<file path="src/rtl/altsr_pkg.sv">
// Package with shared constants and types for the array list table.
package altsr_pkg;
    localparam int unsigned DEFAULT_DEPTH = 64;
    localparam int unsigned VALUE_W = 32;
    localparam int unsigned COUNT_W = 7;

    localparam logic [2:0] OP_APPEND = 3'd0;
    localparam logic [2:0] OP_SEARCH = 3'd1;
    localparam logic [2:0] OP_REMOVE_FIRST = 3'd2;
    localparam logic [2:0] OP_REMOVE_ALL = 3'd3;
    localparam logic [2:0] OP_READ = 3'd4;
    localparam logic [2:0] OP_READ_ASC = 3'd5;
    localparam logic [2:0] OP_READ_DESC = 3'd6;

    localparam logic [1:0] ST_OK = 2'd0;
    localparam logic [1:0] ST_FULL = 2'd1;
    localparam logic [1:0] ST_EMPTY = 2'd2;

    typedef logic signed [VALUE_W-1:0] t_value;
endpackage

</file>
<file path="src/rtl/array_list_table_with_sorted_readout_unit.sv">
// Top level of the array list table with stored-order and sorted readout.
//
// An item is given on i_opcode and i_operand_value with start high while
// busy is low. Each result is on the outputs for one cycle with o_valid high;
// o_last marks the final result of an item. The receiver cannot stall.
// With n entries stored when the item is accepted, it is handled as follows
// before the next item can be accepted:
//   append, unused opcode, readout of an empty list: answered on the accept
//   (busy stays low); search: up to n entries, one entry read per cycle;
//   remove all: n entries; remove first: up to n entries; both compact in
//   place with one read and at most one write per cycle;
//   stored-order readout: one entry per cycle, each through the memory read
//   register and the output register;
//   sorted readouts: a copy pass into a scratch memory and then one full scan
//   per output that picks the minimum (or maximum) among entries not yet
//   emitted, marked by a used flag per scratch entry.
// Each memory has one read and one write port with a registered read.
// Reset clears the entry count and the controller; memory contents are
// left as they are, and entries beyond the count are never read.
module array_list_table_with_sorted_readout_unit #(
    parameter int unsigned DEPTH = altsr_pkg::DEFAULT_DEPTH
) (
    input  logic                           i_clk,
    input  logic                           i_rst_n,
    input  logic                           start,
    output logic                           busy,
    input  logic [2:0]                     i_opcode,
    input  logic signed [31:0]             i_operand_value,
    output logic                           o_valid,
    output logic signed [31:0]             o_element_value,
    output logic                           o_found,
    output logic [6:0]                     o_entry_count,
    output logic [1:0]                     o_status,
    output logic                           o_last
);
    import altsr_pkg::*;

    localparam int unsigned AW = (DEPTH > 1) ? $clog2(DEPTH) : 1;

    localparam logic [3:0] S_IDLE  = 4'd0;
    localparam logic [3:0] S_SCAN  = 4'd1;
    localparam logic [3:0] S_SHIFT = 4'd2;
    localparam logic [3:0] S_READ  = 4'd3;
    localparam logic [3:0] S_COPY  = 4'd4;
    localparam logic [3:0] S_SEL   = 4'd5;
    localparam logic [3:0] S_DONE  = 4'd6;

    t_value r_mem [DEPTH];
    t_value r_scr [DEPTH];
    logic [DEPTH-1:0] r_used;

    logic [3:0] r_state;
    logic [2:0] r_op;
    t_value r_key;
    logic [COUNT_W-1:0] r_count;
    logic [COUNT_W-1:0] r_rd;     // read index issued
    logic [COUNT_W-1:0] r_wr;     // write index for compaction
    logic r_pend;                 // r_rdata/r_sdata hold valid read data
    logic [COUNT_W-1:0] r_pidx;
    t_value r_rdata;
    t_value r_sdata;
    logic r_found;
    logic [COUNT_W-1:0] r_emitted;
    t_value r_best;
    logic [AW-1:0] r_bidx;
    logic r_have;

    logic mem_we;
    logic [AW-1:0] mem_wa;
    t_value mem_wd;
    logic [AW-1:0] mem_ra;
    logic scr_we;
    logic [AW-1:0] scr_wa;
    t_value scr_wd;
    logic [AW-1:0] scr_ra;

    logic better;
    logic [COUNT_W-1:0] pidx_c;
    assign pidx_c = r_pidx;

    always_ff @(posedge i_clk) begin
        if (mem_we) r_mem[mem_wa] <= mem_wd;
        r_rdata <= r_mem[mem_ra];
        if (scr_we) r_scr[scr_wa] <= scr_wd;
        r_sdata <= r_scr[scr_ra];
    end

    always_comb begin
        if (r_op == OP_READ_ASC) better = r_sdata < r_best;
        else better = r_sdata > r_best;
    end

    assign busy = (r_state != S_IDLE);

    always_comb begin
        mem_we = 1'b0;
        mem_wa = r_wr[AW-1:0];
        mem_wd = r_rdata;
        mem_ra = r_rd[AW-1:0];
        scr_we = 1'b0;
        scr_wa = r_pidx[AW-1:0];
        scr_wd = r_rdata;
        scr_ra = r_rd[AW-1:0];
        if (r_state == S_IDLE && start && i_opcode == OP_APPEND &&
            r_count < COUNT_W'(DEPTH)) begin
            mem_we = 1'b1;
            mem_wa = r_count[AW-1:0];
            mem_wd = i_operand_value;
        end else if (r_state == S_SHIFT && r_pend &&
                     !(r_rdata == r_key && (r_op == OP_REMOVE_ALL || !r_found))) begin
            mem_we = 1'b1;
        end else if (r_state == S_COPY && r_pend) begin
            scr_we = 1'b1;
        end
    end

    always_ff @(posedge i_clk) begin
        o_valid <= 1'b0;
        o_element_value <= '0;
        o_found <= 1'b0;
        o_status <= ST_OK;
        o_last <= 1'b0;
        o_entry_count <= r_count;
        if (!i_rst_n) begin
            r_state <= S_IDLE;
            r_count <= '0;
            r_pend <= 1'b0;
            r_used <= '0;
        end else begin
            unique case (r_state)
                S_IDLE: begin
                    r_pend <= 1'b0;
                    if (start) begin
                        r_op <= i_opcode;
                        r_key <= i_operand_value;
                        r_found <= 1'b0;
                        r_rd <= '0;
                        r_wr <= '0;
                        r_emitted <= '0;
                        r_used <= '0;
                        unique case (i_opcode) inside
                            OP_APPEND: begin
                                o_valid <= 1'b1;
                                o_last <= 1'b1;
                                if (r_count < COUNT_W'(DEPTH)) begin
                                    r_count <= r_count + 1'b1;
                                    o_entry_count <= r_count + 1'b1;
                                end else begin
                                    o_status <= ST_FULL;
                                end
                            end
                            OP_SEARCH, OP_REMOVE_FIRST: r_state <= S_SCAN;
                            OP_REMOVE_ALL: r_state <= S_SHIFT;
                            OP_READ, OP_READ_ASC, OP_READ_DESC: begin
                                if (r_count == '0) begin
                                    o_valid <= 1'b1;
                                    o_last <= 1'b1;
                                    o_status <= ST_EMPTY;
                                end else if (i_opcode == OP_READ) begin
                                    r_state <= S_READ;
                                end else begin
                                    r_state <= S_COPY;
                                end
                            end
                            default: begin
                                o_valid <= 1'b1;
                                o_last <= 1'b1;
                            end
                        endcase
                    end
                end
                S_SCAN: begin
                    // Find first match; for remove-first, continue as a
                    // compaction with the key dropped only once.
                    if (r_pend && r_rdata == r_key) begin
                        r_found <= 1'b1;
                        r_pend <= 1'b0;
                        if (r_op == OP_SEARCH) begin
                            r_state <= S_DONE;
                        end else begin
                            r_wr <= pidx_c;
                            r_state <= S_SHIFT;
                        end
                    end else if (r_rd < r_count) begin
                        r_pend <= 1'b1;
                        r_pidx <= r_rd;
                        r_rd <= r_rd + 1'b1;
                    end else begin
                        r_pend <= 1'b0;
                        r_state <= S_DONE;
                    end
                end
                S_SHIFT: begin
                    if (r_pend) begin
                        if (r_rdata == r_key && (r_op == OP_REMOVE_ALL || !r_found))
                            r_found <= 1'b1;
                        else r_wr <= r_wr + 1'b1;
                    end
                    if (r_rd < r_count) begin
                        r_pend <= 1'b1;
                        r_pidx <= r_rd;
                        r_rd <= r_rd + 1'b1;
                    end else begin
                        r_pend <= 1'b0;
                        if (!r_pend) begin
                            r_count <= r_wr;
                            r_state <= S_DONE;
                        end
                    end
                end
                S_DONE: begin
                    o_valid <= 1'b1;
                    o_last <= 1'b1;
                    o_found <= r_found;
                    r_state <= S_IDLE;
                end
                S_READ: begin
                    if (r_pend) begin
                        o_valid <= 1'b1;
                        o_element_value <= r_rdata;
                        o_last <= (r_pidx + 1'b1 == r_count);
                    end
                    if (r_rd < r_count) begin
                        r_pend <= 1'b1;
                        r_pidx <= r_rd;
                        r_rd <= r_rd + 1'b1;
                    end else begin
                        r_pend <= 1'b0;
                        if (!r_pend) r_state <= S_IDLE;
                    end
                end
                S_COPY: begin
                    if (r_rd < r_count) begin
                        r_pend <= 1'b1;
                        r_pidx <= r_rd;
                        r_rd <= r_rd + 1'b1;
                    end else begin
                        r_pend <= 1'b0;
                        if (!r_pend) begin
                            r_state <= S_SEL;
                            r_rd <= '0;
                            r_have <= 1'b0;
                        end
                    end
                end
                S_SEL: begin
                    if (r_pend && !r_used[r_pidx[AW-1:0]] && (!r_have || better)) begin
                        r_have <= 1'b1;
                        r_best <= r_sdata;
                        r_bidx <= r_pidx[AW-1:0];
                    end
                    if (r_rd < r_count) begin
                        r_pend <= 1'b1;
                        r_pidx <= r_rd;
                        r_rd <= r_rd + 1'b1;
                    end else begin
                        r_pend <= 1'b0;
                        if (!r_pend) begin
                            o_valid <= 1'b1;
                            o_element_value <= r_best;
                            o_last <= (r_emitted + 1'b1 == r_count);
                            r_used[r_bidx] <= 1'b1;
                            r_emitted <= r_emitted + 1'b1;
                            r_rd <= '0;
                            r_have <= 1'b0;
                            if (r_emitted + 1'b1 == r_count) r_state <= S_IDLE;
                        end
                    end
                end
                default: r_state <= S_IDLE;
            endcase
        end
    end
endmodule
</file>
<file path="config.mk">
export PLATFORM = sky130hd
export DESIGN_NAME = array_list_table_with_sorted_readout_unit
export DESIGN_NICKNAME = d
export VERILOG_FILES = /design/src/rtl/altsr_pkg.sv /design/src/rtl/array_list_table_with_sorted_readout_unit.sv
export SDC_FILE = /design/constraint.sdc
export NUM_CORES = 2
export LEC_CHECK = 0
export BUFFER_PORTS_ARGS = -buffer_cell sky130_fd_sc_hd__buf_4
export CELL_PAD_IN_SITES_DETAIL_PLACEMENT = 0
export CELL_PAD_IN_SITES_GLOBAL_PLACEMENT = 1
export CORE_ASPECT_RATIO = 0.5
export CORE_UTILIZATION = 51
export CTS_CLUSTER_SIZE = 10
export DETAILED_ROUTE_END_ITERATION = 6
export PLACE_DENSITY_LB_ADDON = 0.05
export SLEW_MARGIN = 20
export SYNTH_ARGS = -nofsm -noshare
export SYNTH_HDL_FRONTEND = slang
export SYNTH_SLANG_ARGS = --single-unit
</file>
<file path="constraint.sdc">
create_clock -name i_clk -period 5 [get_ports i_clk]
set_input_delay 1 -clock i_clk [delete_from_list [all_inputs] [get_ports i_clk]]
set_output_delay 1 -clock i_clk [all_outputs]
set_load 0.005 [all_outputs]
</file>
==> impl_metrics.tcl <==
set metrics [dict create \
    yosys.area.top_type_share_pct 75.3 \
    ys_seq_area_share_pct 77.5 \
    place_inst 11495 \
    worst_setup_path_end_kind "register" \
    vias 78926 \
    cts-htree-levels 5 \
    post_cts_resized 0 \
    fill_cells 22891 \
    stdcell_area_sq_um 190000 \
    syn_nets 7154 \
    antenna_found_initial 52 \
    synth_flop_cell "edfxtp_1" \
    hold_class "input pin to register" \
    cts-root-buf "clkbuf_16" \
    synth_edf_count 4199 \
    drtIter0Drc 10189 \
    grt_pass1_wl_um 625000 \
    place.gp.congestion 0.867 \
    slew_headroom_pct 13.3 \
    async_flop_share_pct 0 \
    syn_avg_cell_area_sq_um 23.7 \
    place_worst_setup_slack_ns 0.343 \
    synth_area_sq_um 167000 \
    ir_drop_v 0.000405 \
    power_density_nw_per_um2 552 \
    utilization_pct 58.4 \
    fin_skew_ns 0.0538 \
    worstReg2RegEnd "o_element_value[19]" \
    timing.rr.start "r_count[4]" \
    cts_tree "done" \
    ant_nets 0 \
    layout_setup_ws_ns 0.648 \
    synth_area_leaders "edfxtp_1 75%, mux4_2 18%, dfxtp_1 2.2%" \
    tns_ns 0 \
    initial_core_util_pct 51.4 \
    arrival_ns 5.13 \
    reg2reg_slack_ns 0.65 \
    crit_required_ns 5.78 \
    yosysWarnings 0 \
    numCtsBuffers 480 \
    avgViaCountPerCell 6.46 \
    period_share_pct 87.0 \
    clkTransAtPathRegs_ns 0.06 \
    final_common_cell "edfxtp_1" \
    yosys.area.top_type "edfxtp_1" \
    netlist_instances 7071 \
    tightest_slew_ns 1.30 \
    wirelength_um 445000 \
    cp_slowest_cell "dfxtp_1" \
    finalCriticalPeriod_ns 4.35 \
    drcViolationCount 0 \
    cellLeakagePower_nw 58.7 \
    area_growth_pct 13.6 \
    overflow 0 \
    core_sq_um 326000 \
    layout_common_cells "4199 x edfxtp_1, 1348 x mux4_2, 483 x clkbuf_16, 353 x buf_4, 206 x clkbuf_1" \
    p_total_mw 105 \
    hold_buffers 0 \
    dp_hpwl_um 264000 \
    drive_above_1_share_pct 32.0 \
    clock_latency_ns 1.00 \
    holdWs_ns 0.236 \
    wl_per_cell_um 36.4 \
    cp-endpoint "o_element_value[19]" \
    fmax_mhz 230 \
    die_width_um 812 \
    path_cells "inv_1 -> ha_1 -> a21oi_1 -> o21ai_0 -> a21oi_1 -> buf_4 -> nor3_2 -> buf_4 -> a22oi_1 -> nor2_1" \
    crit_family "compound AO/OA/AOI/OAI gates" \
    grt_max_degree 144 \
    clock_path_buffers 4 \
    outcome "finished clean" \
    fin_cells 12226 \
    cp-start-kind "register" \
    place_area_sq_um 177000 \
    post_cts.repair.setup_buffers 0 \
    setup_viol 0 \
    io_buffers 82 \
    dieArea_sq_um 331000 \
    grt_pass1_vias 80322 \
    ios 83 \
    crit_type "register to register" \
    first_pass_iters 5 \
    ys_seq_elements 4382 \
    die_h_um 407 \
    max_stage_delay_ns 0.86 \
    final-hold-violation-count 0 \
    grt_usage_pct 26.9 \
    cp-startpoint "r_count[4]" \
    worstRegToRegCells 10 \
    worst-path-buf-inv 3 \
    layout.nets 7715 \
    crit_path_max_fanout 34 \
    slew_violations 0 \
    max-cap-violations 0 \
    rsz0062_at_grt "false" \
    clock_sink_count 4382 \
    fp-row-count 148 \
    crit_cells 10 \
    synthDistinctLibCells 70 \
]
cell usage after synthesis, drive strengths merged (4+ instances only):
cell type / n
edfxtp: 4199
mux4: 1348
nor2: 293
clkbuf: 221
dfxtp: 183
buf: 146
a21oi: 77
nand2: 76
inv: 51
a22oi: 44
ha: 44
xor2: 41
mux2: 38
o21a: 33
nand3: 28
xnor2: 24
nor3: 19
nor4: 19
nand4: 15
o21ai: 14
mux2i: 13
o31ai: 13
nand3b: 11
and3: 10
nor2b: 7
or3: 7
a31oi: 6
or2: 6
a221oi: 5
o22ai: 5
a21o: 4
and2: 4
nand2b: 4
o211ai: 4
or4: 4
how the worst min path moves through the flow:
stage / from / end / slack [ns] / cells past startpoint
floorplan: r_sdata[0] / r_best[0] / 0.41 / 0
finish: i_operand_value[24] / r_key[24] / 0.24 / 1
CTS: i_operand_value[24] / r_key[24] / 0.19 / 1
global placement: r_sdata[11] / r_best[11] / 0.42 / 0
global route: i_operand_value[24] / r_key[24] / 0.21 / 1
detailed placement: r_sdata[8] / r_best[8] / 0.43 / 0
kinds of logic (layout without fill, tap and decap cells):
| kind of cell | Yosys count | count (layout) | synth area share, % |
|---|---|---|---|
| AOI/OAI and AO/OA | 239 | 239 | 0.958 |
| xor gates and xnor gates | 68 | 68 | 0.380 |
| adders and majority gates | 45 | 45 | 0.341 |
| buffers and inverters | 419 | 1208 | 1.00 |
| DFF | 4382 | 4382 | 77.5 |
| muxes | 1399 | 1399 | 18.5 |
| other | 0 | 16 | 0 |
| and+or+nand+nor | 519 | 519 | 1.39 |
flip-flops by register name, indices dropped and copies added, names as in the netlist, 3 cells and up:
signal           cells
r_key               32
r_rd                 7
o_element_value     32
r_sdata             32
r_op                 3
r_scr             2048
o_entry_count        7
r_wr                 7
r_best              32
r_mem             2048
r_used              64
r_emitted            7
r_rdata             32
r_bidx               6
r_state              3
pidx_c               7
r_count              7
final cells by class:
class / instances / area, sq um / area share (%)
flip-flops and latches: 4382 / 130000 / 68.2
clock buffers: 691 / 12900 / 6.77
clock inverters: 19 / 315 / 0.166
multi-input cells: 2270 / 37100 / 19.5
inverters: 52 / 195 / 0.103
well taps: 4350 / 5440 / 2.86
repair buffers: 446 / 4550 / 2.39
diodes: 16 / 40.0 / 0.0210
power breakdown:
group | internal (mW) | switching [mW]
Clock | 17.6 | 13.6
Sequential | 46.3 | 0.609
Combinational | 9.86 | 17.2
per-layer routing:
layer / share of wire, % / vias to the layer above / global-route usage [%]
met1: 42 / 43395 / 40.3
met2: 47 / 3584 / 42.1
met3: 8.2 / 584 / 5.07
met4: 2.2 / 10 / 5.78
li1: - / 31353 / -
met5: 0.018 / - / 0
No activity file was read; power rests on OpenSTA's default activity.
